### src/rtl/rfp_pkg.sv
// Package for the radix-50 file name packer.
// Holds field widths, status codes and the character-to-digit and padding functions.
// No dependencies.
package rfp_pkg;

  localparam int CHAR_W   = 8;
  localparam int WORD_W   = 16;
  localparam int STATUS_W = 2;
  localparam int DIGIT_W  = 6;

  typedef logic [CHAR_W-1:0]   char_t;
  typedef logic [WORD_W-1:0]   word_t;
  typedef logic [STATUS_W-1:0] status_t;
  typedef logic [DIGIT_W-1:0]  digit_t;

  localparam status_t ST_OK    = 2'd0;
  localparam status_t ST_BAD   = 2'd1;
  localparam status_t ST_EMPTY = 2'd2;

  localparam char_t CH_NUL    = 8'h00;
  localparam char_t CH_DOT    = 8'h2e;
  localparam char_t CH_DOLLAR = 8'h24;
  localparam char_t CH_UNDER  = 8'h5f;

  localparam digit_t DIG_DOLLAR = 6'd27;
  localparam digit_t DIG_DOT    = 6'd28;
  localparam digit_t DIG_UNDER  = 6'd29;
  localparam digit_t DIG_ZERO   = 6'd30;

  localparam word_t RADIX = 16'd40;

  // Maps a character to its radix-50 digit. Zero means the character is invalid;
  // space maps to zero as well, so it is rejected too.
  function automatic digit_t digit_of(char_t c);
    char_t u;
    digit_t d;
    u = c;
    if (c >= 8'h61 && c <= 8'h7a) begin
      u = c - 8'd32;
    end
    d = '0;
    if (u >= 8'h41 && u <= 8'h5a) begin
      d = DIGIT_W'(u - 8'h40);
    end else if (u == CH_DOLLAR) begin
      d = DIG_DOLLAR;
    end else if (u == CH_DOT) begin
      d = DIG_DOT;
    end else if (u == CH_UNDER) begin
      d = DIG_UNDER;
    end else if (u >= 8'h30 && u <= 8'h39) begin
      d = DIGIT_W'(u - 8'h30) + DIG_ZERO;
    end
    return d;
  endfunction

  // Shifts one more base-40 digit into a word.
  function automatic word_t push_digit(word_t acc, digit_t d);
    return WORD_W'(acc * RADIX) + WORD_W'(d);
  endfunction

  // Fills the digits that were not taken with zero.
  function automatic word_t pad_word(word_t acc, logic [1:0] taken);
    word_t r;
    unique case (taken)
      2'd0: r = WORD_W'(acc * 16'd64000);
      2'd1: r = WORD_W'(acc * 16'd1600);
      2'd2: r = WORD_W'(acc * RADIX);
      default: r = acc;
    endcase
    return r;
  endfunction

endpackage

### src/rtl/rfp_char_if.sv
// Character channel of the radix-50 file name packer.
// Depends on rfp_pkg.
interface rfp_char_if import rfp_pkg::*; ();
  logic  valid;
  logic  ready;
  char_t character;

  modport source (output valid, output character, input ready);
  modport sink (input valid, input character, output ready);
endinterface

### src/rtl/rfp_result_if.sv
// Result channel of the radix-50 file name packer: three packed words and a status.
// Depends on rfp_pkg.
interface rfp_result_if import rfp_pkg::*; ();
  logic    valid;
  logic    ready;
  word_t   name_first_word;
  word_t   name_second_word;
  word_t   extension_word;
  status_t parse_status;

  modport source (output valid, output name_first_word, output name_second_word,
                  output extension_word, output parse_status, input ready);
  modport sink (input valid, input name_first_word, input name_second_word,
                input extension_word, input parse_status, output ready);
endinterface

### src/rtl/radix50_filename_packer.sv
// Top level of the radix-50 file name packer.
// Depends on rfp_pkg, rfp_char_if and rfp_result_if.
//
//   channel  | direction | request payload
//   ---------+-----------+------------------------------------------------------
//   chars    | in        | character (8 bits, 0 ends the string)
//   result   | out       | name_first_word, name_second_word, extension_word,
//            |           | parse_status
//
// One character is taken per cycle; the parse state and, when a decision is
// reached, the output register are both written at the accepting edge, so a
// result is offered in the cycle after the character that caused it.
// The only limit on rate is the single output register: a character is refused
// only while a result sits there and the sink is not taking it.
// Reset (synchronous) returns to the name phase with the word accumulators cleared.
module radix50_filename_packer
  import rfp_pkg::*;
(
  input  logic          clk,
  input  logic          rst,
  rfp_char_if.sink      chars,
  rfp_result_if.source  result
);

  localparam logic [1:0] PH_NAME   = 2'd0;
  localparam logic [1:0] PH_SKIP   = 2'd1;
  localparam logic [1:0] PH_EXT    = 2'd2;
  localparam logic [1:0] PH_IGNORE = 2'd3;

  logic [1:0] phase, phase_next;
  logic [2:0] pos, pos_next;
  word_t      first_acc, first_acc_next;
  word_t      second_acc, second_acc_next;
  word_t      ext_acc, ext_acc_next;

  logic    out_valid;
  word_t   out_first, out_second, out_ext;
  status_t out_status;

  logic    accept;
  logic    emit;
  status_t emit_status;
  word_t   emit_first, emit_second, emit_ext;

  char_t  c;
  digit_t d;
  logic   is_nul, is_dot;
  word_t  first_pad, second_pad, ext_pad, ext_push;

  assign c      = chars.character;
  assign d      = digit_of(c);
  assign is_nul = (c == CH_NUL);
  assign is_dot = (c == CH_DOT);

  assign chars.ready = !out_valid || result.ready;
  assign accept      = chars.valid && chars.ready;

  assign first_pad  = pad_word(first_acc, (pos > 3'd3) ? 2'd3 : pos[1:0]);
  assign second_pad = pad_word(second_acc, (pos > 3'd3) ? 2'(pos - 3'd3) : 2'd0);
  assign ext_pad    = pad_word(ext_acc, pos[1:0]);
  assign ext_push   = push_digit(ext_acc, d);

  always_comb begin
    phase_next      = phase;
    pos_next        = pos;
    first_acc_next  = first_acc;
    second_acc_next = second_acc;
    ext_acc_next    = ext_acc;
    emit            = 1'b0;
    emit_status     = ST_OK;
    emit_first      = '0;
    emit_second     = '0;
    emit_ext        = '0;

    unique case (phase)
      PH_IGNORE: begin
        if (is_nul) begin
          phase_next      = PH_NAME;
          pos_next        = '0;
          first_acc_next  = '0;
          second_acc_next = '0;
          ext_acc_next    = '0;
        end
      end
      PH_SKIP: begin
        if (is_nul) begin
          emit            = 1'b1;
          emit_first      = first_acc;
          emit_second     = second_acc;
          emit_ext        = ext_acc;
          phase_next      = PH_NAME;
          pos_next        = '0;
          first_acc_next  = '0;
          second_acc_next = '0;
          ext_acc_next    = '0;
        end else if (is_dot) begin
          phase_next = PH_EXT;
          pos_next   = '0;
        end
      end
      PH_EXT: begin
        if (is_nul) begin
          emit            = 1'b1;
          emit_first      = first_acc;
          emit_second     = second_acc;
          emit_ext        = ext_pad;
          phase_next      = PH_NAME;
          pos_next        = '0;
          first_acc_next  = '0;
          second_acc_next = '0;
          ext_acc_next    = '0;
        end else if (d == '0) begin
          emit        = 1'b1;
          emit_status = ST_BAD;
          phase_next  = PH_IGNORE;
        end else begin
          ext_acc_next = ext_push;
          if (pos == 3'd2) begin
            // Third extension character completes the name at once.
            emit        = 1'b1;
            emit_first  = first_acc;
            emit_second = second_acc;
            emit_ext    = ext_push;
            phase_next  = PH_IGNORE;
          end else begin
            pos_next = pos + 3'd1;
          end
        end
      end
      default: begin
        if (is_nul || is_dot) begin
          if (pos == '0) begin
            emit        = 1'b1;
            emit_status = ST_EMPTY;
            phase_next  = is_nul ? PH_NAME : PH_IGNORE;
          end else if (is_nul) begin
            emit            = 1'b1;
            emit_first      = first_pad;
            emit_second     = second_pad;
            emit_ext        = ext_acc;
            phase_next      = PH_NAME;
            pos_next        = '0;
            first_acc_next  = '0;
            second_acc_next = '0;
            ext_acc_next    = '0;
          end else begin
            first_acc_next  = first_pad;
            second_acc_next = second_pad;
            phase_next      = PH_EXT;
            pos_next        = '0;
          end
        end else if (d == '0) begin
          emit        = 1'b1;
          emit_status = ST_BAD;
          phase_next  = PH_IGNORE;
        end else begin
          if (pos < 3'd3) begin
            first_acc_next = push_digit(first_acc, d);
          end else begin
            second_acc_next = push_digit(second_acc, d);
          end
          if (pos == 3'd5) begin
            phase_next = PH_SKIP;
            pos_next   = '0;
          end else begin
            pos_next = pos + 3'd1;
          end
        end
      end
    endcase
  end

  always_ff @(posedge clk) begin
    if (rst) begin
      phase      <= PH_NAME;
      pos        <= '0;
      first_acc  <= '0;
      second_acc <= '0;
      ext_acc    <= '0;
    end else if (accept) begin
      phase      <= phase_next;
      pos        <= pos_next;
      first_acc  <= first_acc_next;
      second_acc <= second_acc_next;
      ext_acc    <= ext_acc_next;
    end
  end

  always_ff @(posedge clk) begin
    if (rst) begin
      out_valid <= 1'b0;
    end else if (accept && emit) begin
      out_valid <= 1'b1;
    end else if (result.ready) begin
      out_valid <= 1'b0;
    end
  end

  always_ff @(posedge clk) begin
    if (accept && emit) begin
      out_first  <= emit_first;
      out_second <= emit_second;
      out_ext    <= emit_ext;
      out_status <= emit_status;
    end
  end

  assign result.valid            = out_valid;
  assign result.name_first_word  = out_first;
  assign result.name_second_word = out_second;
  assign result.extension_word   = out_ext;
  assign result.parse_status     = out_status;

endmodule

### src/flat_wrapper.sv
// flat-port wrapper written by rule: the top's interface ports become plain ports
module radix50_filename_packer_flat import rfp_pkg::*;
  (clk, rst, chars_valid, chars_character, chars_ready, result_valid, result_name_first_word, result_name_second_word, result_extension_word, result_parse_status, result_ready);
  rfp_char_if chars_i ();
  rfp_result_if result_i ();
  input  logic clk;
  input  logic rst;
  input wire logic [$bits(chars_i.valid)-1:0] chars_valid;
  input wire logic [$bits(chars_i.character)-1:0] chars_character;
  output wire logic [$bits(chars_i.ready)-1:0] chars_ready;
  output wire logic [$bits(result_i.valid)-1:0] result_valid;
  output wire logic [$bits(result_i.name_first_word)-1:0] result_name_first_word;
  output wire logic [$bits(result_i.name_second_word)-1:0] result_name_second_word;
  output wire logic [$bits(result_i.extension_word)-1:0] result_extension_word;
  output wire logic [$bits(result_i.parse_status)-1:0] result_parse_status;
  input wire logic [$bits(result_i.ready)-1:0] result_ready;
  assign chars_i.valid = chars_valid;
  assign chars_i.character = chars_character;
  assign chars_ready = chars_i.ready;
  assign result_valid = result_i.valid;
  assign result_name_first_word = result_i.name_first_word;
  assign result_name_second_word = result_i.name_second_word;
  assign result_extension_word = result_i.extension_word;
  assign result_parse_status = result_i.parse_status;
  assign result_i.ready = result_ready;
  radix50_filename_packer u_core (.clk(clk), .rst(rst), .chars(chars_i), .result(result_i));
endmodule
### config.mk
export PLATFORM = sky130hd
export DESIGN_NAME = radix50_filename_packer_flat
export DESIGN_NICKNAME = d
export VERILOG_FILES = /design/src/rtl/rfp_pkg.sv /design/src/rtl/rfp_char_if.sv /design/src/rtl/rfp_result_if.sv /design/src/rtl/radix50_filename_packer.sv /design/src/flat_wrapper.sv
export SDC_FILE = /design/constraint.sdc
export NUM_CORES = 1
export LEC_CHECK = 0
export ABC_AREA = 1
export BUFFER_PORTS_ARGS = -buffer_cell sky130_fd_sc_hd__clkbuf_2
export CAP_MARGIN = 30
export CELL_PAD_IN_SITES_DETAIL_PLACEMENT = 2
export CELL_PAD_IN_SITES_GLOBAL_PLACEMENT = 2
export CORE_ASPECT_RATIO = 1.1
export CORE_MARGIN = 4
export CORE_UTILIZATION = 33
export DETAILED_ROUTE_END_ITERATION = 8
export PLACE_DENSITY = 0.8
export REMOVE_ABC_BUFFERS = 1
export SYNTH_ARGS = -nofsm -noshare
export SYNTH_HDL_FRONTEND = slang
export SYNTH_SLANG_ARGS = --single-unit
### constraint.sdc
create_clock -name clk -period 3.3 [get_ports clk]
set_input_delay 0.33 -clock clk [delete_from_list [all_inputs] [get_ports clk]]
set_output_delay 0.33 -clock clk [all_outputs]
set_load 0.1 [all_outputs]
==> results by stage <==
Placed design:
- After legalization and detailed placement, the total HPWL measured 41300 um.
- The cell total after placement is 2239.
- The placement-stage worst setup slack is -1.08 ns.
- The number of buffer cells added on primary ports is 63.
- The placed instances occupy a cell area of 13700 um^2.
- Routability-driven placement finished with a final weighted congestion of 0.937.

Timing:
- The number of hold violations in the final report is 0.
- The final critical path time including I/O delays and setup is 4.05 ns.
- Setup repair after global routing could not meet its margin everywhere.
- The final-report max-slew violation count was 0.
- The relative slew slack is 0.488.
- The upper clock frequency limit is 247 MHz.
- The part of the cycle the worst path needs is 1.23.
- The final worst setup slack is -0.747 ns.
- Setup violations remaining at the end of the flow were counted as 128.
- The slew at the pin closest to its max-slew limit is 0.748 ns.
- The setup clock skew after layout is 0.0185 ns.
- The hold slack is 0.297 ns.

Global routing:
- Entering global routing, the biggest net connects 60 pins.
- The total global routing track utilization is 0.343.
- The number of global-route vias before repair is 16200.
- Global routing finished with a remaining overflow of 0.
- The first-pass GRT wire length is 101000 um.
- The number of antenna violations at the first check in global routing is 0.

Synth:
- By instance count, the leading cell after synthesis is sky130_fd_sc_hd__nand2_1.
- The most used flip-flop cell after synthesis is sky130_fd_sc_hd__dfxtp_1.
- The post-synthesis instance total is 1599.
- Counting flops and latches in the post-synthesis netlist gives 104.
- The post-synthesis average cell area is 7.24 um^2.
- The count of synthesis-stage warnings from yosys is 0.
- Summing every instance area after synthesis gives 11600 um^2.
- The cell type with the largest total area after synthesis is sky130_fd_sc_hd__ha_1.
- The number of distinct library cells after synthesis is 55.
- The post-synthesis sequential area ratio is 0.223.
- Sorting the synthesized cells by how often they occur yields sky130_fd_sc_hd__nand2_1, sky130_fd_sc_hd__inv_1, sky130_fd_sc_hd__ha_1, sky130_fd_sc_hd__nor2_1, sky130_fd_sc_hd__nand3_1.
- Of the post-synthesis cell area, the dominant cell type holds 0.163.
- For this run, asynchronously set or reset flops after synthesis account for 0.
- Ranked by total cell area, the synthesized netlist is headed by sky130_fd_sc_hd__ha_1, sky130_fd_sc_hd__edfxtp_1, sky130_fd_sc_hd__nand2_1.
- The count of flip-flops with a built-in enable after synthesis is 50.

Clock network:
- The sink count of the clock tree is 104.
- In this run, post-CTS hold repair placed 0 buffers.
- The tree is rooted in a sky130_fd_sc_hd__clkbuf_16.
- The clock transition at the registers of the reported paths is 0.10 ns.
- The maximum level of the CTS H-tree is 3.
- The CTS tree is done.
- Counting the buffers created by CTS gives 9.
- The deepest clock path buffer count is 2.
- Clock latency on the worst-skew pair, taken at its later pin, is 0.40 ns.

Route:
- For this run, design rule violations remaining after detail routing come to 0.
- After detailed routing, the total wire length is 80500 um.
- The via count of the routed design is 15200.
- The routed length per placed instance is 34.6 um.
- The first detailed-routing pass ran for 5 iterations.
- The number of DRC markers after the initial detailed-route iteration is 1722.
- Dividing the detail-routed via count by the number of cells gives 6.51.
- The count of nets left with antenna violations after detail routing is 0.

Cells and area:
- The final cell utilization of the core is 0.476.
- The area added between synthesis and finish is 41.2%.
- The number of cells in the finished layout apart from fillers is 2326.
- The proportion of layout cells with a drive suffix above 1 is 0.347.
- After routing the design area is 16300 um^2.
- The final net count is 2072.
- The multi-input combinational cells in the finished layout cover a total of 9490 um^2.
- Registers take 2610 um^2.
- The filler cells instantiated in the layout total 3812.

Worst setup path:
- Counting both buffers and inverters, the worst setup path holds a total of 1.
- For the worst setup path, the data arrival time is 4.37 ns.
- The critical path is of the reg2reg type.
- Among all stages on the critical path, the largest delay is contributed by sky130_fd_sc_hd__fa_1.
- The signal on the critical path passes through ha_4 > ha_1 > inv_1 > fa_1 > fa_1 > xnor2_1 > xnor2_1 > xor2_1 > xor2_1 > nand2_1 > nand4_1 > nand3_1 > a21oi_1 > nand4_1 > a21oi_1.
- Grouping stages by cell kind, the critical path spends the most delay in adder cells.
- The largest fanout on the critical path is 2.
- The worst setup path is captured at a register.
- The critical path launch point type is a register.
- On the worst path, the slowest cell contributes a delay of 0.48 ns.
- Data on the critical path is required at its endpoint by 3.62 ns.

Status:
- The final reports fail on negative setup slack.
- The run finished, with violations left.

Die:
- During I/O placement, the number of pins put on the boundary was 64.
- The overall die area is 38100 um^2.
- For this configuration, the core starts out at a cell density of 0.337.
- The vertical extent of the die is 204 um.
- The floorplan has 71 rows.
- The region available for standard cell placement spans 34400 um^2.
- In this run the horizontal extent of the chip is 187 um.

Power and ir drop:
- VDD sags by at most 0.339 mV.
- The power per cell area is 557 nW/um^2.
- The analysis attributes to cell leakage a power of 7.38 nW.

Flow run:
- The count of max-cap constraint violations is 0.

Worst hold path:
- The path class of the lowest-slack min-delay path is in2reg.
-- report_power, final --
group	switching, mW	leakage, nW	total (mW)	internal (mW)
sequential	0.162	0.922	1.73	1.56
clock	0.707	0.151	1.32	0.609
combinational	4.27	6.31	6.06	1.79
total	5.14	7.38	9.10	3.96
-- stage by stage --
stage | TNS, ns | total power [mW]
after floorplan | -31.47 | 4.50
final | -32.20 | 9.10
after global placement | -9.34 | 6.05
after global routing | -36.18 | 9.28
after detailed placement | -32.14 | 6.30
after CTS | -2.61 | 7.93
-- flip-flops by register name, summed over array words and instances (netlist names) --
signal,flops
u_core.ext_acc,16
u_core.first_acc,16
u_core.result.extension_word,16
u_core.result.name_first_word,16
u_core.result.name_second_word,16
u_core.second_acc,16
u_core.pos,3
u_core.phase,2
u_core.result.parse_status,2
u_core.result.valid,1
-- cells in the final DEF, fill, tap and decap left out, drive strengths merged, types with 14 or more instances in the layout --
master,instances
nand2,322
buf,260
inv,212
ha,151
nor2,149
nand3,146
a21oi,118
clkbuf,74
o21ai,64
dfxtp,54
edfxtp,50
nand4,48
xnor2,44
xor2,34
or2,28
fa,27
o211ai,17
o221ai,14
-- cells by family after synthesis --
group,count (synthesis),synth area share
AND/OR/NAND/NOR,709,0.275
AO/OA/AOI/OAI,267,0.142
buffers and inverters,263,0.0905
adder cells (fa/ha/maj),178,0.210
flip-flops,104,0.223
XOR/XNOR,78,0.0590
-- timing repair --
| action | CTS | global route |
|---|---|---|
| resized for setup | 240 | 161 |
| setup buffers | 41 | 35 |
| pin swaps | 141 | 101 |
| cloned | 0 | 1 |
| setup endpoints to repair | 41 | 118 |
-- routing by layer --
layer  GRT usage  vias to the layer above  share of wire
li1            -                     5981              -
met1       0.371                     7517           0.36
met2       0.624                     1128           0.47
met3      0.0617                      527          0.076
met4       0.207                        0          0.096
met5           0                        -              0
-- final timing paths --
check / start / end / slack (ns) / depth (start not counted)
min: result_ready / u_core.result.valid / 0.30 / 4
max: u_core.first_acc[3] / u_core.first_acc[15] / -0.75 / 15
min reg2reg: u_core.first_acc[11] / u_core.first_acc[11] / 0.54 / 2
max reg2reg: u_core.first_acc[3] / u_core.first_acc[15] / -0.75 / 15
-- worst reg2reg max path: cells and delay by family, from the launching register on --
kind | cells | cell delay [ns]
and+or+nand+nor | 4 | 0.61
DFF | 1 | 0.36
adders and majority gates | 4 | 1.48
xor gates and xnor gates | 4 | 1.02
AOI/OAI and AO/OA | 2 | 0.41
buffers and inverters | 1 | 0.10
-- layout make-up --
class / instances / area share
clock inverter: 6 / 0.00459
multi-input combinational: 1232 / 0.580
clock buffer: 10 / 0.0140
antenna: 1 / 0.000153
inverter: 211 / 0.0498
timing repair buffer: 324 / 0.158
sequential: 104 / 0.160
tap: 438 / 0.0335
No activity file was read; power rests on OpenSTA's default activity.
